===== src/hdl/pad_pkg.sv =====
// shared types, widths and register codes of the polyline area decimator
package pad_pkg;

  localparam int unsigned COORD_BITS = 24;
  localparam int unsigned THR_BITS   = 51;
  localparam int unsigned STEP_BITS  = 8;

  // shoelace arithmetic widths
  localparam int unsigned DIFF_W = COORD_BITS + 1;
  localparam int unsigned PROD_W = 2 * DIFF_W;
  localparam int unsigned AREA_W = (PROD_W + 1 > THR_BITS) ? PROD_W + 1 : THR_BITS;

  // stream payload widths, padded to whole bytes
  localparam int unsigned IN_DATA_W  = ((2 * COORD_BITS + 7) / 8) * 8;
  localparam int unsigned OUT_DATA_W = ((4 * COORD_BITS + 7) / 8) * 8;

  // kept point queue
  localparam int unsigned QUEUE_DEPTH = 4;
  localparam int unsigned QUEUE_PTR_W = $clog2(QUEUE_DEPTH);
  localparam int unsigned QUEUE_CNT_W = $clog2(QUEUE_DEPTH + 1);

  // segment list filled by one decision
  localparam int unsigned MAX_SEGS  = 4;
  localparam int unsigned SEG_IDX_W = $clog2(MAX_SEGS);
  localparam int unsigned SEG_CNT_W = $clog2(MAX_SEGS + 1);

  // configuration port
  localparam int unsigned APB_ADDR_W = 5;
  localparam int unsigned APB_DATA_W = 64;
  localparam int unsigned REG_IDX_W  = 2;

  localparam logic [REG_IDX_W-1:0] REG_SAMPLE_STEP    = 2'd0;
  localparam logic [REG_IDX_W-1:0] REG_REDUCE_ENABLE  = 2'd1;
  localparam logic [REG_IDX_W-1:0] REG_AREA_THRESHOLD = 2'd2;

  typedef logic signed [COORD_BITS-1:0] coord_t;

  typedef struct packed {
    coord_t x;
    coord_t y;
  } point_t;

  typedef struct packed {
    point_t pt;
    logic   fin;
  } kept_t;

  typedef struct packed {
    point_t pos;
    point_t nb;
    logic   done;
  } seg_t;

  typedef struct packed {
    logic full;
    logic empty;
  } q_status_t;

endpackage


===== src/hdl/pad_queue.sv =====
// short queue of kept points between front and back end
module pad_queue (
  input  logic               clk_i,
  input  logic               rst_ni,
  input  logic               push_i,
  input  pad_pkg::kept_t     push_data_i,
  input  logic               pop_i,
  output pad_pkg::kept_t     head_o,
  output pad_pkg::q_status_t status_o
);
  import pad_pkg::*;

  kept_t                  mem_q [QUEUE_DEPTH];
  logic [QUEUE_PTR_W-1:0] wr_ptr_q, rd_ptr_q;
  logic [QUEUE_CNT_W-1:0] cnt_q;

  assign status_o.full  = (cnt_q == QUEUE_CNT_W'(QUEUE_DEPTH));
  assign status_o.empty = (cnt_q == '0);
  assign head_o         = mem_q[rd_ptr_q];

  always_ff @(posedge clk_i) begin
    if (push_i) begin
      mem_q[wr_ptr_q] <= push_data_i;
    end
  end

  always_ff @(posedge clk_i or negedge rst_ni) begin
    if (!rst_ni) begin
      wr_ptr_q <= '0;
      rd_ptr_q <= '0;
      cnt_q    <= '0;
    end else begin
      if (push_i) begin
        wr_ptr_q <= wr_ptr_q + QUEUE_PTR_W'(1);
      end
      if (pop_i) begin
        rd_ptr_q <= rd_ptr_q + QUEUE_PTR_W'(1);
      end
      unique case ({push_i, pop_i})
        2'b10:   cnt_q <= cnt_q + QUEUE_CNT_W'(1);
        2'b01:   cnt_q <= cnt_q - QUEUE_CNT_W'(1);
        default: cnt_q <= cnt_q;
      endcase
    end
  end

endmodule


===== config.mk =====
export PLATFORM = sky130hd
export DESIGN_NAME = pad_queue
export DESIGN_NICKNAME = d
export VERILOG_FILES = /design/src/hdl/pad_pkg.sv /design/src/hdl/pad_queue.sv
export SDC_FILE = /design/constraint.sdc
export NUM_CORES = 1
export LEC_CHECK = 0
export BUFFER_PORTS_ARGS = -buffer_cell sky130_fd_sc_hd__buf_2
export CAP_MARGIN = 20
export CORE_ASPECT_RATIO = 1.1
export CORE_MARGIN = 3
export CORE_UTILIZATION = 60
export DETAILED_ROUTE_END_ITERATION = 10
export GPL_TIMING_DRIVEN = 0
export PLACE_DENSITY = 0.83
export SYNTH_ARGS = -nofsm -noshare
export SYNTH_HDL_FRONTEND = slang
export SYNTH_SLANG_ARGS = --single-unit

===== constraint.sdc =====
create_clock -name clk_i -period 5.2 [get_ports clk_i]
set_clock_uncertainty 0.15 [all_clocks]
set_input_delay 1.04 -clock clk_i [delete_from_list [all_inputs] [get_ports clk_i]]
set_output_delay 1.04 -clock clk_i [all_outputs]
set_load 0.02 [all_outputs]

=== After elaboration in Yosys (flattened, before gate mapping) ===
Memory sizes are Yosys's and may differ from the RTL's.
Index checks and enable logic that the tools add are counted.

* Bits in latches: 0
* Bits in writable memories: 196
* Bits in registers: 7
* Bits in read-only memories: 0
* Input port bits: 53
* Word-level logic and storage cells: 16
* Memories: 1
* Output and inout port bits: 51

* Multiplexer cells: 3
* Equality and inequality tests: 3
* Magnitude comparators: 0
* Bitwise operators: 0
* Reductions and logical operators: 2
* Shift operators: 0
* Add/sub/neg operators: 4
* Multiply operators: 0
* Div/mod/pow operators: 0

{| class="wikitable"
|+ Memories
! memory !! depth !! width !! rd ports !! clocked after memory_dff !! write ports !! line !! text
|-
| mem_q || 4 || 49 || 1 || 0 || 1 || pad_queue.sv:13 || <nowiki>kept_t mem_q [QUEUE_DEPTH];</nowiki>
|}

{| class="wikitable"
|+ Operators with widths
! kind !! count
|-
| 3-bit one-hot mux with 2 select lines || 1
|-
| 2-bit by 1-bit adder with 2-bit output, second input constant || 2
|-
| 3-bit by 1-bit adder with 3-bit output, second input constant || 1
|-
| 3-bit equality test, second input constant || 1
|-
| 3-bit zero test || 1
|-
| 3-bit by 1-bit subtractor with 3-bit output, second input constant || 1
|-
| 2-bit by 1-bit equality test with 1-bit output, second input constant || 1
|-
| 2-bit equality test, second input constant || 1
|-
| 1-bit two-way mux || 2
|-
| 2-bit nonzero test || 1
|}

=== Longest topological paths before layout ===
Gate-level depths: netlist of the first run.

* Depth after elaboration: 2
* Depth in mapped cells: 7
* Mapped depth without buffers: 7

=== Worst setup path after synthesis of the first run ===
No wires, ideal clock.

* Path kind: input to register
* From: in push_i
* To: mem mem_q[0][0] (netlist bit), enable pin
* Stages: 1
* Data arrival time: 2212 ps
* Required time: 4639 ps
* Buffers on the path: 0
* Library setup time: 411 ps
* Path slack: 2426 ps
* Cell sequence: and2_1

* Longest elaborated chain between the ends: 2

{| class="wikitable"
|+ RTL lines
! element !! line !! text
|-
| start: declaration || pad_queue.sv:5 || <nowiki>input logic push_i,</nowiki>
|-
| 1-bit two-way mux || pad_queue.sv:22 || <nowiki>if (push_i) begin</nowiki>
|-
| 1-bit two-way mux (not written as such) || pad_queue.sv:23 || <nowiki>mem_q[wr_ptr_q] <= push_data_i;</nowiki>
|-
| end: declaration || pad_queue.sv:13 ||
|}

Every way passes these cells.

==> metrics.md, run 1 <==
| Metric | Value |
|---|---|
| Final Setup Violations | 0 |
| Syn_nets | ~350 |
| All-layer global routing usage | 0.191 |
| Slew at the pin with the worst max-slew slack | between 0.8 and 0.9 ns |
| Fin crit share | 0.595 |
| Slew headroom | 0.466 |
| Min-delay worst type | input pin to asynchronous set/reset pin |
| CTS resizes | 0 |
| Gate count after technology mapping | 294 |
| Hold slack final | 0.253 ns |
| Post-CTS Hold Fix Bufs | 0 |
| DRT Pass-1 Iters | 4 |
| # DRC | 0 |
| Max capacitance violation total | 0 |
| Pwr Density | around 590 nW/um^2 |
| Multi-input logic area | between 1000 and 1500 um^2 |
| Period minus WS final | between 3 and 4 ns |
| Final nets | slightly below 500 |
| Fmax | roughly 0.32 GHz |
| WL/cell | between 20 and 25 um |
| Critical path arrival | roughly 1.9 ns |
| Post-route cell area | between 8000 and 9000 um^2 |
| Layout cells sized above 1 | 0.447 |
| CTS Buf Count | 19 |
| Clock transition at path regs | 0.06 ns |
| RSZ-0062 raised after global routing | false |
| Placement Rows | 42 |
| Register area share after synthesis | 0.805 |
| Final hold vios | 0 |
| Post-DP Area | around 8300 um^2 |
| Comb power frac | 0.326 |
| R2r setup slk | around 3.1 ns |
| Die width | 113 um |
| Area growth syn-to-layout | 18.5% |
| Clock latency on the worst-skew pair | approximately 0.46 ns |
| Detailed Route WL | 12800 um |
| Endpoint class of the critical path | primary output |
| First-pass GRT wire length | between 20000 and 25000 um |
| Core area | roughly 12000 um^2 |
| Fin. max-slew vios | 0 |
| Psw | about 1.6 mW |
| Power Total | 5.28 mW |
| Setup WS post-layout | around 2.1 ns |
| Syn Area/Cell | approximately 26 um^2 |
| Antenna viol nets, final | 0 |
| Internal power | approximately 3.7 mW |
| Clock power frac | 0.253 |
| Vias in the first global route | approximately 3700 |
| Non-filler cells, final | approximately 590 |
| Detail Placement HPWL | ~8200 um |
| Number of synthesized register bits | ~200 |
| Max H-tree Level | 1 |
| CP Launch Type | register |
| Diode count | 0 |
| Final core utilization | 0.735 |
| Max VDD drop | between 400 and 500 uV |
| Part of the power in registers | 0.421 |
| Largest net degree at the start of global routing | 30 |
| Starting density of the core | 0.620 |
| Drt first-iter violations | 247 |
| Die footprint | approximately 14000 um^2 |
| Initial antenna violation count | 0 |
| GR Overflow Total | 0 |
| Routability cong. | 0.706 |
| Vias per cell | 5.74 |
| Max clock buf depth | 3 |
| Fillers | roughly 710 |
| Root Buffer Master | clkbuf_16 |
| WS Path Type | register to primary output |
| Vias | ~3400 |
| Post-synth cell types | 19 |
| Placed cells | approximately 560 |
| CTS tree | done |
| Ys Warns | 0 |
| Total negative slack | 0 ns |
| Die Height | about 120 um |
| Post-CTS setup buffer count | 0 |
| Register area | ~6100 um^2 |
| Syn Std Cell Area | approximately 7500 um^2 |
| Pre-CTS setup slack | about 2.5 ns |
| IO Pins | about 100 |
| CP Data Required Time | 4.01 ns |
| Max FO, Critical Path | 10 |
| Leak | about 3.1 nW |
| Switching Share | 0.300 |
| Port Buf Inserts | between 100 and 150 |
| Clk sinks | ~200 |
| Outcome | completed |
## placed cells by master, fill, tap and decap left out, drive strengths merged
cell,instances
xnor2,2
fa,1
clkbuf,22
xor2,4
buf,118
mux4,49
inv,6
nor3,1
dfrtp,7
and3,1
edfxtp,196
nor2,1
bufinv,3
and2,4
nand2,3
o21ai,2
clkinv,7
ha,5
## worst paths after layout
check,end,cells after the start,start
worst min-delay path,cnt_q[2]$_DFFE_PN0P_,1,rst_ni
min in group clk_i,cnt_q[2]$_DFFE_PN0P_,1,cnt_q[2]$_DFFE_PN0P_
max in group asynchronous,rd_ptr_q[1]$_DFFE_PN0P_,1,rst_ni
worst min register to register,cnt_q[2]$_DFFE_PN0P_,1,cnt_q[2]$_DFFE_PN0P_
worst max register to register,mem_q[2][11]$_DFFE_PP_,4,wr_ptr_q[0]$_DFFE_PN0P_
worst max-delay path,head_o[42],4,rd_ptr_q[1]$_DFFE_PN0P_
## flip-flops by register name, summed over array words and instances, names as in the netlist
name,cells
mem_q,196
cnt_q,3
rd_ptr_q,2
wr_ptr_q,2
## synthesized netlist by cell type
cell type | count | area (um^2)
edfxtp_1 | 196 | 5890
xor2_1 | 4 | 35.0
nand2_1 | 3 | 11.3
and2_1 | 4 | 25.0
ha_1 | 5 | 62.6
buf_2 | 5 | 25.0
mux4_2 | 48 | 1080
xnor2_1 | 2 | 17.5
fa_1 | 1 | 20.0
clkbuf_1 | 1 | 3.75
inv_1 | 6 | 22.5
mux4_1 | 1 | 26.3
nor2_1 | 1 | 3.75
o21ai_0 | 2 | 10.0
dfrtp_1 | 7 | 175
buf_12 | 5 | 100
and3_1 | 1 | 6.26
nor3_1 | 1 | 5.00
buf_6 | 1 | 11.3
## worst max-delay path: stages, from the launching register on
cell,delay [ns]
dfrtp_1,0.33
clkbuf_1,0.23
buf_2,0.33
mux4_2,0.37
buf_2,0.19
## power groups by stage
stage / clock network [mW] / registers (mW) / logic (mW)
after global placement: 0 / 2.26 / 1.69
after global routing: 1.44 / 2.25 / 1.85
after floorplan: 0 / 2.24 / 1.23
final: 1.34 / 2.22 / 1.72
after detailed placement: 0 / 2.26 / 1.75
after CTS: 1.36 / 2.23 / 1.77
## cell type report
type,instances,share of cell area
Sequential cell,203,0.679
Multi-Input combinational cell,73,0.147
Timing Repair Buffer,107,0.0668
Clock buffer,21,0.0541
Tap cell,154,0.0216
Buffer,12,0.0157
Clock inverter,10,0.0132
Inverter,6,0.00252
## per-layer routing
| layer | wire length, um | vias to the layer above | global-route usage |
|---|---|---|---|
| met3 | 664 | 16 | 0.0382 |
| li1 | - | 1496 | - |
| met5 | 0 | - | 0 |
| met1 | 5020 | 1770 | 0.247 |
| met4 | 187 | 0 | 0.0533 |
| met2 | 6960 | 83 | 0.338 |
## cell families after synthesis
family | share of synthesized area
AOI/OAI and AO/OA | 0.00133
xor gates and xnor gates | 0.00698
adders and majority gates | 0.0110
buffers and inverters | 0.0216
DFF | 0.805
muxes | 0.147
and+or+nand+nor | 0.00681
(Power assumes the default switching activity.)
==> inputs of run 2 (changes only) <==
--- a/config.mk
+++ b/config.mk
@@ -9,10 +9,10 @@
 export CAP_MARGIN = 20
 export CORE_ASPECT_RATIO = 1.1
 export CORE_MARGIN = 3
-export CORE_UTILIZATION = 60
+export CORE_UTILIZATION = 57
 export DETAILED_ROUTE_END_ITERATION = 10
 export GPL_TIMING_DRIVEN = 0
-export PLACE_DENSITY = 0.83
+export PLACE_DENSITY = 0.79
 export SYNTH_ARGS = -nofsm -noshare
 export SYNTH_HDL_FRONTEND = slang
 export SYNTH_SLANG_ARGS = --single-unit
==> constraint.sdc (replaced) <==
create_clock -name clk_i -period 3.2 [get_ports clk_i]
set_clock_uncertainty 0.15 [all_clocks]
set_input_delay 0.64 -clock clk_i [delete_from_list [all_inputs] [get_ports clk_i]]
set_output_delay 0.64 -clock clk_i [all_outputs]
set_load 0.02 [all_outputs]
==> run 2 against run 1 <==
Register-to-register slack worse by 2.1 ns. Critical path depth did not move. Sequential cell count unchanged. Total power grew 62%. Critical endpoint is now head_o[2]. First-iteration DRC count fell by 18%. Global-route usage decreased by 1.6 points. Die area up 5.0%. Cell count grew 1.2%. Worst setup slack worse by 1.6 ns. Count of clock-buffer cells in the layout up 4. Worst hold slack got worse by 0.024 ns.
==> metrics.md, run 2 (synthesis results as in run 1) <==
| Metric | Value |
|---|---|
| Vias | 3358 (-0.21%) |
| Fin. max-slew vios | 0 (unchanged) |
| CTS tree | done |
| # DRC | 0 (unchanged) |
| Routability cong. | 0.723 (+2.5%) |
| Leak | 3.15 nW (+0.61%) |
| IO Pins | 104 (unchanged) |
| Area growth syn-to-layout | 19.0% |
| Final nets | 483 (+0.42%) |
| Fmax | 0.372 GHz |
| Number of flip-flops in the largest register | 196 (unchanged) |
| Total negative slack | 0 ns (unchanged) |
| Fin crit share | 0.839 |
| Detailed Route WL | 12600 um (-1.7%) |
| Critical path arrival | 1.90 ns (about the same) |
| Clk sinks | 203 (unchanged) |
| Max FO, Critical Path | 10 (unchanged) |
| Final core utilization | 0.703 (-0.0321) |
| Diode count | 0 (unchanged) |
| Pre-CTS setup slack | 0.842 ns (-1.66 ns) |
| RSZ-0062 raised after global routing | false |
| Starting density of the core | 0.590 (-0.0298) |
| Port Buf Inserts | 103 (unchanged) |
| Slew headroom | 0.382 (-0.0837) |
| Post-route cell area | 8960 um^2 (+0.45%) |
| Pwr Density | 955 nW/um^2 (+61%) |
| Largest net degree at the start of global routing | 34 (+13%) |
| CP Data Required Time | 2.41 ns (-1.60 ns) |
| Min-delay worst type | input pin to register |
| Max clock buf depth | 3 (unchanged) |
| Top reg by flops | mem_q |
| Setup WS post-layout | 0.514 ns (-1.59 ns) |
| Placement Rows | 43 (+2.4%) |
| Non-filler cells, final | 593 (+1.2%) |
| Power Total | 8.56 mW (+62%) |
| Clock transition at path regs | 0.06 ns (about the same) |
| Endpoint class of the critical path | primary output |
| GR Overflow Total | 0 (unchanged) |
| Clock latency on the worst-skew pair | 0.46 ns (about the same) |
| Initial antenna violation count | 0 (unchanged) |
| Max VDD drop | 536 uV (+20%) |
| Vias per cell | 5.66 (-1.4%) |
| WL/cell | 21.3 um (-2.9%) |
| WS Path Type | register to primary output |
| Post-CTS setup buffer count | 0 (unchanged) |
| Outcome | completed |
| Die Height | 127 um (+2.5%) |
| Slew at the pin with the worst max-slew slack | 0.927 ns (+0.126 ns) |
| Drt first-iter violations | 202 (-18%) |
| Die footprint | 14600 um^2 (+5.0%) |
| Layout cells sized above 1 | 0.447 (+0.000488) |
| Antenna viol nets, final | 0 (unchanged) |
| Final hold vios | 0 (unchanged) |
| Most frequent cells in the layout | edfxtp_1 (196), buf_2 (108), mux4_2 (48), clkbuf_16 (21), dfrtp_1 (7) |
| Max H-tree Level | 1 (unchanged) |
| R2r setup slk | 1.06 ns (-2.08 ns) |
| DRT Pass-1 Iters | 4 (unchanged) |
| Biggest regs | mem_q (196), cnt_q (3) |
| Core area | 12800 um^2 (+5.0%) |
| Post-DP Area | 8350 um^2 (+0.32%) |
| Hold slack final | 0.228 ns (-0.0244 ns) |
| Root Buffer Master | clkbuf_16 |
| Die width | 116 um (+2.5%) |
| Most common library cell in the layout ignoring fill and taps | edfxtp_1 |
| First-pass GRT wire length | 19500 um (-3.6%) |
| Detail Placement HPWL | 7700 um (-5.5%) |
| CP Launch Type | register |
| All-layer global routing usage | 0.176 (-0.0159) |
| Final Setup Violations | 0 (unchanged) |
| Vias in the first global route | 3730 (+0.24%) |
| Period minus WS final | ~2.7 ns |
| CTS Buf Count | 20 (+1) |
| Max capacitance violation total | 0 (unchanged) |
| Placed cells | 558 (+0.54%) |
==> run 2: cell count changes in the layout (fill, tap and decap cells not counted), moves of 2 or more <==
cell	before	now
clkbuf_16	19	21
bufinv_16	3	1
clkbuf_1	3	5
buf_16	0	3
buf_12	9	6
clkinv_2	1	3
==> run 2: final timing paths <==
check / start / end / depth (start not counted)
worst max-delay path: rd_ptr_q[1]$_DFFE_PN0P_ / head_o[2] / 4
worst min-delay path: push_data_i[20] / mem_q[1][20]$_DFFE_PP_ / 1
worst max register to register: wr_ptr_q[0]$_DFFE_PN0P_ / mem_q[0][27]$_DFFE_PP_ / 4
worst min register to register: cnt_q[2]$_DFFE_PN0P_ / cnt_q[2]$_DFFE_PN0P_ / 1
max in group asynchronous: rst_ni / wr_ptr_q[1]$_DFFE_PN0P_ / 2
min in group asynchronous: rst_ni / cnt_q[2]$_DFFE_PN0P_ / 2
==> run 2: area by class of cell <==
type	count	area, um^2
clock buffers	25	541
multi-input cells	73	1310
plain buffers	12	140
well taps	157	196
clock inverters	9	63.8
repair buffers	108	628
flip-flops and latches	203	6060
fillers	784	3790
inverters	6	22.5
==> run 2: layer usage <==
layer  wire length, um  up-vias  GRT usage  part of all wire
li1                  -     1501          -                 -
met1              4940     1742      0.228              0.39
met2              6760      103      0.303              0.54
met3               751       12     0.0396             0.060
met4               148        0     0.0449             0.012
met5                 0        -          0                 0
==> run 2: what timing repair did <==
action,in CTS,in global routing
gates resized for setup,0,0
hold buffers,1,0
hold endpoints to repair,7,0
==> run 2: worst max-delay path: stages (launching register included) <==
cell and delay (ns):
dfrtp_1 0.32, clkbuf_1 0.22, buf_2 0.33, mux4_2 0.37, buf_2 0.18
==> run 2: power breakdown <==
part           internal (mW)  leakage (nW)  switching [mW]
Clock                   1.27         0.297           0.871
Combinational           1.22         0.972            1.59
Sequential              3.48          1.88           0.123
Total                   5.98          3.15            2.59
