[config.mk]
export PLATFORM = sky130hd
export DESIGN_NAME = pad_front
export DESIGN_NICKNAME = d
export VERILOG_FILES = /design/src/hdl/pad_pkg.sv /design/src/hdl/pad_front.sv
export SDC_FILE = /design/constraint.sdc
export NUM_CORES = 1
export LEC_CHECK = 0
export BUFFER_PORTS_ARGS = -buffer_cell sky130_fd_sc_hd__buf_2
export CAP_MARGIN = 20
export CORE_MARGIN = 5
export CORE_UTILIZATION = 25
export DETAILED_ROUTE_END_ITERATION = 16
export SETUP_SLACK_MARGIN = 0.1
export SLEW_MARGIN = 10
export SYNTH_ARGS = -nofsm -noshare
export SYNTH_HDL_FRONTEND = slang
export SYNTH_SLANG_ARGS = --single-unit
export TNS_END_PERCENT = 20
[constraint.sdc]
create_clock -name clk_i -period 2.7 [get_ports clk_i]
set_input_delay 0.27 -clock clk_i [delete_from_list [all_inputs] [get_ports clk_i]]
set_output_delay 0.27 -clock clk_i [all_outputs]
set_load 0.01 [all_outputs]
[src/hdl/pad_pkg.sv]
// shared types, widths and register codes of the polyline area decimator
package pad_pkg;

  localparam int unsigned COORD_BITS = 24;
  localparam int unsigned THR_BITS   = 51;
  localparam int unsigned STEP_BITS  = 8;

  // shoelace arithmetic widths
  localparam int unsigned DIFF_W = COORD_BITS + 1;
  localparam int unsigned PROD_W = 2 * DIFF_W;
  localparam int unsigned AREA_W = (PROD_W + 1 > THR_BITS) ? PROD_W + 1 : THR_BITS;

  // stream payload widths, padded to whole bytes
  localparam int unsigned IN_DATA_W  = ((2 * COORD_BITS + 7) / 8) * 8;
  localparam int unsigned OUT_DATA_W = ((4 * COORD_BITS + 7) / 8) * 8;

  // kept point queue
  localparam int unsigned QUEUE_DEPTH = 4;
  localparam int unsigned QUEUE_PTR_W = $clog2(QUEUE_DEPTH);
  localparam int unsigned QUEUE_CNT_W = $clog2(QUEUE_DEPTH + 1);

  // segment list filled by one decision
  localparam int unsigned MAX_SEGS  = 4;
  localparam int unsigned SEG_IDX_W = $clog2(MAX_SEGS);
  localparam int unsigned SEG_CNT_W = $clog2(MAX_SEGS + 1);

  // configuration port
  localparam int unsigned APB_ADDR_W = 5;
  localparam int unsigned APB_DATA_W = 64;
  localparam int unsigned REG_IDX_W  = 2;

  localparam logic [REG_IDX_W-1:0] REG_SAMPLE_STEP    = 2'd0;
  localparam logic [REG_IDX_W-1:0] REG_REDUCE_ENABLE  = 2'd1;
  localparam logic [REG_IDX_W-1:0] REG_AREA_THRESHOLD = 2'd2;

  typedef logic signed [COORD_BITS-1:0] coord_t;

  typedef struct packed {
    coord_t x;
    coord_t y;
  } point_t;

  typedef struct packed {
    point_t pt;
    logic   fin;
  } kept_t;

  typedef struct packed {
    point_t pos;
    point_t nb;
    logic   done;
  } seg_t;

  typedef struct packed {
    logic full;
    logic empty;
  } q_status_t;

endpackage

[src/hdl/pad_front.sv]
// front end: raw point intake and subsampling
module pad_front (
  input  logic                           clk_i,
  input  logic                           rst_ni,
  input  logic                           in_valid_i,
  output logic                           in_ready_o,
  input  pad_pkg::point_t                in_point_i,
  input  logic                           in_fin_i,
  input  logic [pad_pkg::STEP_BITS-1:0]  sample_step_i,
  input  pad_pkg::q_status_t             q_status_i,
  output logic                           push_o,
  output pad_pkg::kept_t                 push_data_o
);
  import pad_pkg::*;

  logic [STEP_BITS-1:0] phase_q, phase_d;
  logic [STEP_BITS-1:0] step_eff;
  logic [STEP_BITS-1:0] phase_inc;
  logic                 accept;
  logic                 kept;

  assign in_ready_o = !q_status_i.full;
  assign accept     = in_valid_i && in_ready_o;
  assign kept       = in_fin_i || (phase_q == '0);

  // zero step behaves as one
  assign step_eff  = (sample_step_i == '0) ? STEP_BITS'(1) : sample_step_i;
  assign phase_inc = phase_q + STEP_BITS'(1);

  always_comb begin
    phase_d = phase_q;
    if (accept) begin
      if (in_fin_i) begin
        phase_d = '0;
      end else if (phase_inc >= step_eff || phase_inc == '0) begin
        phase_d = '0;
      end else begin
        phase_d = phase_inc;
      end
    end
  end

  always_ff @(posedge clk_i or negedge rst_ni) begin
    if (!rst_ni) begin
      phase_q <= '0;
    end else begin
      phase_q <= phase_d;
    end
  end

  assign push_o          = accept && kept;
  assign push_data_o.pt  = in_point_i;
  assign push_data_o.fin = in_fin_i;

endmodule

After elaboration in Yosys (flattened, before gate mapping)
Cells that the tools add are included.
{ "op_classes": {"mux": 3, "magnitude_cmp": 1, "add_sub_neg": 1, "reduce_logical": 8} }
{ "ops": {"columns": ["operator", "count"], "rows": [
  ["zero test 8 bit", 3],
  ["2-to-1 mux 8 bit", 3],
  ["adder 8 x 1 -> 8 bit, second input constant", 1],
  ["greater-or-equal comparator 8 bit", 1],
  ["logical AND 1 bit", 2],
  ["logical OR 1 bit", 2],
  ["zero test 1 bit", 1]
]} }
{ "word_totals": {"out_inout_bits": 51, "register_bits": 8, "wordCells": 14, "in_bits": 62} }

Depth between registers and ports, before layout
Gate-level depths: netlist (run 1).
{ "logic_depth": {"ltp_word": 6, "depth_mapped": 9, "ltp_nobuf": 9} }

Least setup slack after synthesis (run 1)
OpenSTA, ideal clock, no wires.
{ "synth_timing": {"path_type": "register to register", "from": "register phase_q[3]", "to": "register phase_q[1]", "setup_slack_ps": 437, "arrival_time_ps": 2168, "path_buffers": 0, "setup_ps": 95, "path_stages_with_launch": 9, "required_time_ps": 2605, "period_less_slack_ps": 2263, "path_cell_list": "dfrtp_1 > and3_1 > nand3_1 > xnor2_1 > ha_1 > a21o_1 > a2111oi_4 > o21ai_2 > o31ai_1"} }
{ "synth_via": {"elab_chain_len": 5, "elab_cells_between_ends": 6, "cone_classes": "add/sub (1); order compare (1); mux (2); reduce/logical (2)"} }
{ "synth_rtl": {"columns": ["item", "line", "text"], "rows": [
  ["from (decl)", "pad_front.sv:16", "logic [STEP_BITS-1:0] phase_q, phase_d;"],
  ["from (signal assigned)", "pad_front.sv:47", "phase_q <= phase_d;"],
  ["adder 8 x 1 -> 8 bit *", "pad_front.sv:28", "assign phase_inc = phase_q + STEP_BITS'(1);"],
  ["greater-or-equal comparator 8 bit / zero test 8 bit (equally long branches)", "pad_front.sv:35", "end else if (phase_inc >= step_eff || phase_inc == '0) begin"],
  ["logical OR 1 bit *", "pad_front.sv:35", null],
  ["2-to-1 mux 8 bit *", "pad_front.sv:35", null],
  ["2-to-1 mux 8 bit *", "pad_front.sv:33", "if (in_fin_i) begin"]
]} }
Every way passes the cells marked *; elsewhere a longest branch is shown, timed or not.
A chain may end at the register's enable or synchronous reset.

Worst setup path in the final report (run 1)
{ "layout_timing": {"from": "register phase_q[2]", "to": "register phase_q[1]"} }
The elaborated chain is that of the path after synthesis.

==> results by stage, run 1 <==
Power and ir drop:
- The fraction of power spent switching nets is 0.294.
- The internal portion of total power is approximately 270 uW.
- The total chip power is 380 uW.
- The leakage power summed over all cells is about 0.50 nW.
- In this run the power spent charging and discharging nets is 112 uW.
- For this design the ratio of total power to cell area is approximately 390 nW/um2.
- The power share of the sequential group is 0.370.
- The share of total power in combinational logic is 0.251.
- The worst-case IR drop observed on VDD is ~130 uV.
- The clock share of power is 0.379.

Synthesis:
- The mapped netlist covers 1120 um2.
- Each instance of the synthesized netlist takes up on average a little over 8 um2.
- The number of instances in the synthesized netlist is 137.
- Counting flops with a built-in enable in the synthesized netlist gives 0.
- The synthesized flop and latch total is 8.
- During synthesis, Yosys emitted a total of 0 warnings.
- The async set-reset flop share out of synthesis is 1.00.
- The most used flip-flop cell after synthesis is dfrtp_1.
- The number of nets produced by synthesis is between 200 and 250.
- For this run, the register share of the synthesized area comes to 0.178.
- The synthesized netlist contains 27 unique library cells.

Final layout:
- The utilization after layout is 0.223.
- The number of nets in the finished design is 182.
- Counting flops per register, the top entry is phase_q.
- The largest registers in the layout are phase_q (8).
- The repair_antennas step left the layout with diodes totalling 0.
- The most common cell after layout, fill and taps aside is nand2_1.
- The register with the most flip-flops in the layout has 8 of them.
- Summing all non-filler instances in the final layout gives an area of about 970 um2.
- The footprint of the multi-input gates is 518 um2.
- The finished layout holds 160 standard cells, fillers aside.
- The share of post-route cells with drive strength above 1 is 0.278.
- Fill cells in the final layout number roughly 460.
- In the layout the commonest cells are nand2_1 (17), buf_2 (15), inv_1 (11), ha_1 (10).
- Across the whole layout, storage elements account for roughly 200 um2.
- From synthesis to final layout, the design area changed by -13.4%.

Timing:
- On the final layout, the worst hold slack is ~420 ps.
- Summed over all failing endpoints, the final setup total negative slack is 0 ps.
- The worst-case headroom to the max-slew limit is 0.664.
- The highest achievable clock rate is 410 MHz.
- For the pin with the worst max-slew slack, the measured transition is 504 ps.
- The final max-slew violation count is 0.
- On the final layout, the worst clock skew is ~3.4 ps.
- Setup violations remaining at the end of the flow were counted as 0.
- The time the final worst path needs with I/O delays and setup is ~2400 ps.
- Dividing the final minimum period by the clock period gives 0.902.
- The post-route worst setup slack is ~260 ps.
- Setup repair after global routing left no endpoint under its margin.
- The final-report hold violation count is 0.

Clock network:
- The CTS buffer count is 3.
- The number of levels the H-tree was split into is 1.
- The clock transition at the register clock pins on the worst setup and hold paths after CTS is approximately 40 ps.
- The clock sink count is 8.
- The CTS tree is done.
- Clock tree synthesis selected as its root buffer the cell clkbuf_8.
- Counting along the longest clock path gives a buffer depth of 2.
- The clock latency on the worst-skew pair is approximately 230 ps.

Critical path:
- At the worst endpoint, the required time is roughly 2800 ps.
- The worst register-to-register path begins at phase_q[2]$_DFFE_PN0P_.
- STA classifies the critical path startpoint as a flop.
- The arrival time of data at the critical path endpoint is ~2600 ps.
- The terminus of the critical flop-to-flop path is phase_q[1]$_DFFE_PN0P_.
- The worst setup path endpoint is phase_q[1]$_DFFE_PN0P_.
- The maximum fanout along the worst path is 7.
- The critical path starts at phase_q[2]$_DFFE_PN0P_.
- STA classifies the critical path endpoint as a flop.
- The register-to-register setup slack is roughly 260 ps.
- Counting cells, the worst reg-to-reg path comes to 8.
- The type of the setup path with the least slack is reg2reg.

Floorplanning:
- The total number of placement rows is 24.
- The core region is between 4000 and 5000 um2.
- 113 I/O pins were placed.
- From left edge to right edge, the die measures 77 um.
- The die covers 5930 um2.
- The initial utilization of the core area, before any placement, comes to 0.258.
- The die boundary height is between 70 and 80 um.

Placement:
- The placer congestion estimate is 0.775.
- The HPWL after detailed placement is 1.57 mm.
- The number of placed cells counting well taps is between 150 and 200.
- The post-place instance area is 890 um2.
- During placement, the flow inserted port buffers numbering 15.
- The placement-stage worst setup slack is around 200 ps.

Global route:
- The number of antenna violations at the first check in global routing is 0.
- The first global-routing pass estimated approximately 3.4 mm of wire.
- The number of global-route vias before repair is roughly 760.
- Entering global routing, the biggest net connects 11 pins.
- For this run, the total global-route usage over all layers was measured as 0.0696.
- The leftover overflow at the end of global routing is 0.

Status:
- The run finished with clean final reports.

Routing:
- The post-detailed-route DRC marker count is 0.
- For this block, the via count after detailed routing is ~700.
- The starting DRC count in detailed routing is 28.
- The first-pass iteration count of the detailed router is 4.
- In the routed layout, each cell is associated on average with a via count of 4.37.
- The post-route antenna net violation count is 0.
- After detailed routing, the average wire length per cell comes to between 10 and 15 um.
- The aggregate routed wire length is 1.96 mm.

Worst hold path:
- The type of the most critical hold path is in2async.

Run:
- The tool flagged a number of max-cap violations equal to 0.
-- synth_stat cells (3+ instances only) --
master	number	area [um2]
buf_4	49	368
nand2_1	17	63.8
inv_1	11	41.3
ha_1	10	125
dfrtp_1	8	200
o211ai_1	6	45.0
nor2_1	4	15.0
xnor2_1	4	35.0
nand3_1	3	15.0
nor3_1	3	15.0
xor2_1	3	26.3
-- cell families (layout without fill, tap and decap cells) --
family | Yosys count | after routing | synth area share
muxes | 1 | 1 | 0.00892
AOI/OAI and AO/OA | 18 | 18 | 0.153
adders and majority gates | 10 | 10 | 0.111
xor gates and xnor gates | 7 | 7 | 0.0546
buffers and inverters | 62 | 33 | 0.372
DFF | 8 | 8 | 0.178
and+or+nand+nor | 31 | 31 | 0.122
-- area by class of cell --
cell class | count | area share
repair buffers | 18 | 0.103
flip-flops and latches | 8 | 0.208
clock buffers | 3 | 0.0425
inverters | 12 | 0.0463
multi-input cells | 67 | 0.533
well taps | 52 | 0.0669
-- power by group through the flow --
stage | sequential [mW] | combinational, mW | clock (mW)
final | 0.140 | 0.0954 | 0.144
after global routing | 0.142 | 0.111 | 0.151
after CTS | 0.138 | 0.0955 | 0.148
after detailed placement | 0.140 | 0.0939 | 0
after global placement | 0.140 | 0.0923 | 0
after floorplan | 0.135 | 0.142 | 0
-- worst min path at each step --
| stage | end | depth (start not counted) |
|---|---|---|
| 6_report | phase_q[2]$_DFFE_PN0P_ | 2 |
| 5_1_grt | phase_q[6]$_DFFE_PN0P_ | 2 |
| 4_1_cts | phase_q[2]$_DFFE_PN0P_ | 2 |
| 3_5_place_dp | phase_q[6]$_DFFE_PN0P_ | 1 |
| 3_3_place_gp | phase_q[6]$_DFFE_PN0P_ | 1 |
| 2_1_floorplan | phase_q[0]$_DFFE_PN0P_ | 0 |
-- layer usage --
metal / share of wire / global-route usage / up-vias
met1: 0.42 / 0.0771 / 315
met4: 0.033 / 0.0550 / 0
met3: 0.085 / 0.0316 / 8
met2: 0.46 / 0.102 / 23
li1: - / - / 353
met5: 0 / 0 / -
-- timing repair --
action	4_1_cts	5_1_grt
setup buffers	0	2
hold buffers	1	0
gates resized for setup	0	5
endpoints found under the hold margin	8	0
endpoints found under the setup margin	0	3
-- worst max-delay path, stage by stage, from the launching register on --
cell and delay (ps):
dfrtp_1 490, nand3_2 180, nor2_1 200, xnor2_2 150, inv_1 70, ha_1 350, a2111oi_4 500, o21ai_2 150
o31ai_1 240
Power figures use the tool's default switching activity.
==> run 2, diff against run 1 <==
RECOVER_POWER = 25   (was not set)
clock period = 2.1 ns   (was 2.7 ns; I/O delays follow)
==> results by stage, run 2 (synthesis results as in run 1) <==
Status:
- The run finished, with violations left.
- The final reports fail on setup timing.

Critical path:
- The maximum fanout along the worst path is 4.
- The worst setup path is captured at a flop.
- The type of the setup path with the least slack is reg2reg.
- The arrival time of data at the critical path endpoint is 2290 ps.
- The startpoint kind of the worst setup timing path is a flop.
- The data required time of the critical path is around 2200 ps.

Clock network:
- The root buffer cell chosen for the clock tree is clkbuf_8.
- At the later pin of the worst-skew pair, clock insertion delay measures 230 ps.
- The CTS tree is done.
- The clock transition at the register clock pins on the worst setup and hold paths after CTS is approximately 50 ps.
- CTS built an H-tree with a depth of 1.
- The clock sink count is 8.
- The clock passes through at most 2 buffers.
- The CTS buffer count is 3.

Timing:
- The highest achievable clock rate is about 460 MHz.
- Setup total negative slack on the finished layout was measured at -244 ps.
- The final-report hold violation count is 0.
- Between clock sinks in the finished design, the worst skew comes to 9.81 ps.
- The final-layout worst hold slack is around 360 ps.
- The final max-slew violation count is 0.
- The slew at the pin with the worst max-slew slack is around 540 ps.
- In the finished design, the share of the clock period the worst path needs comes to 1.02.
- The worst path in the final design needs a cycle of approximately 2200 ps, including I/O delays and setup.
- The post-route worst setup slack is -52.1 ps.
- The worst-case headroom to the max-slew limit is 0.639.
- Setup repair after global routing could not meet its margin everywhere.
- Setup violations remaining at the end of the flow were counted as 8.

Final layout:
- The area growth from synthesis to layout is 4.91%.
- Counting the fill cells in the layout gives 466.
- The library cells used most frequently in the layout, excluding fill and tap cells, are buf_4 (18), nand2_1 (17), buf_2 (15), inv_1 (10), ha_1 (8).
- The final design area excluding fillers is 1180 um2.
- In the final layout, the registers with the most flip-flops are phase_q (8).
- The most flop-heavy register is phase_q.
- The register with the most flip-flops in the layout has 8 of them.
- Leaving out filler cells and counting taps, the final layout contains approximately 180.
- The share of post-route cells with drive strength above 1 is 0.444.
- The library cell used most frequently in the layout, excluding fill and tap cells, is buf_4.
- 0 antenna diodes ended up in the layout.
- The number of nets in the finished design is around 200.

Power and ir drop:
- Internal power comes to slightly below 400 uW.
- The share of total power dissipated in combinational logic is 0.329.
- The analysis attributes to net switching a power of around 160 uW.
- Of the total power, the share spent switching nets is 0.294.
- The leakage power summed over all cells is between 0.6 and 0.7 nW.
- The total chip power is 554 uW.
- Of the total power, the clock network draws 0.352.
- The maximum ir drop on the vdd rail is 227 uV.
- Of the total power, registers draw 0.319.
- Power spread over the standard cell area amounts to 470 nW/um2.

Floorplanning:
- In this run the vertical extent of the chip is about 77 um.
- The number of I/O pins is about 110.
- The area of the die is 5930 um2.
- The core region is about 4400 um2.
- In this run the core area contains 24 standard-cell rows.
- The initial utilization of the core area, before any placement, comes to 0.258.
- The chip width is between 70 and 80 um.

Global route:
- The number of antenna violations at the first check in global routing is 0.
- The global-route wire length before repair is roughly 3.4 mm.
- The total overflow left after global routing is 0.
- Entering global routing, the biggest net connects 11 pins.
- In the global route stage, overall resource usage came out at 0.0694.
- The number of global-route vias before repair is 802.

Worst hold path:
- The type of the most critical hold path is in2async.

Routing:
- The detailed-route via count is 779.
- The first detailed-routing pass ran for 4 iterations.
- The aggregate routed wire length is approximately 2.1 mm.
- The average wire length per cell after detail routing is approximately 12 um.
- The post-route antenna net violation count is 0.
- The detailed-route vias per instance is ~4.4.
- For this run, design rule violations remaining after detail routing come to 0.
- The detailed router finished its first iteration with 27 violations.

Placement:
- The congestion estimate from routability-driven global placement came to 0.814.
- The post-DP HPWL is ~1.7 mm.
- The post-place instance area is approximately 1000 um2.
- During placement, the flow inserted port buffers numbering 15.
- The number of placed cells counting well taps is 169.

Run:
- Across the run, the number of max-cap violations was 0.
## run 2: final cells by class
type | count | area (um2) | area share
multi-input cells | 67 | 588 | 0.499
repair buffers | 35 | 231 | 0.197
flip-flops and latches | 8 | 203 | 0.172
well taps | 52 | 65.1 | 0.0553
clock buffers | 4 | 45.0 | 0.0383
inverters | 12 | 45.0 | 0.0383
## run 2: timing repair
item                                    in CTS  in global routing
hold buffers                                 1                  0
pin swaps                                    4                  7
resized for setup                            2                  9
endpoints found under the hold margin        8                  0
endpoints found under the setup margin       8                  8
setup buffers                                2                  2
gates cloned                                 0                  0
## run 2: path summary, 6_finish.rpt
kind	startpoint	to	slack (ps)	depth (start not counted)
min in group clk_i	in_fin_i	phase_q[1]$_DFFE_PN0P_	390	4
max reg2reg	phase_q[0]$_DFFE_PN0P_	phase_q[1]$_DFFE_PN0P_	-50	9
max	phase_q[0]$_DFFE_PN0P_	phase_q[1]$_DFFE_PN0P_	-50	9
max in group asynchronous	rst_ni	phase_q[0]$_DFFE_PN0P_	1560	2
min reg2reg	phase_q[5]$_DFFE_PN0P_	phase_q[5]$_DFFE_PN0P_	600	3
min	rst_ni	phase_q[7]$_DFFE_PN0P_	360	2
## run 2: through the flow
stage,worst slack (ps),util
floorplan,-42.5,-
detailed placement,-115,0.240
global route,-212,0.270
CTS,-107,0.258
global placement,-106,0.240
finish,-52.1,0.270
## run 2: critical path, cell delays in order, from the launching register on
cell	delay (ps)
dfrtp_2	440
buf_4	160
nand3_4	90
nor2_4	60
xnor2_2	230
inv_2	70
ha_4	230
a2111oi_4	390
o21ai_2	140
o31ai_1	250
## run 2: power groups by stage
stage | Combinational (mW) | Clock (mW) | Sequential [mW]
floorplan | 0.186 | 0 | 0.178
global placement | 0.154 | 0 | 0.179
detailed placement | 0.157 | 0 | 0.179
CTS | 0.173 | 0.201 | 0.176
global route | 0.207 | 0.212 | 0.179
finish | 0.182 | 0.195 | 0.177
## run 2: layer usage
metal	vias to the layer above	GRT usage	routed length, um
li1	387	-	-
met1	364	0.0764	892
met2	22	0.113	996
met3	6	0.0258	160
met4	0	0.0412	53
met5	-	0	0
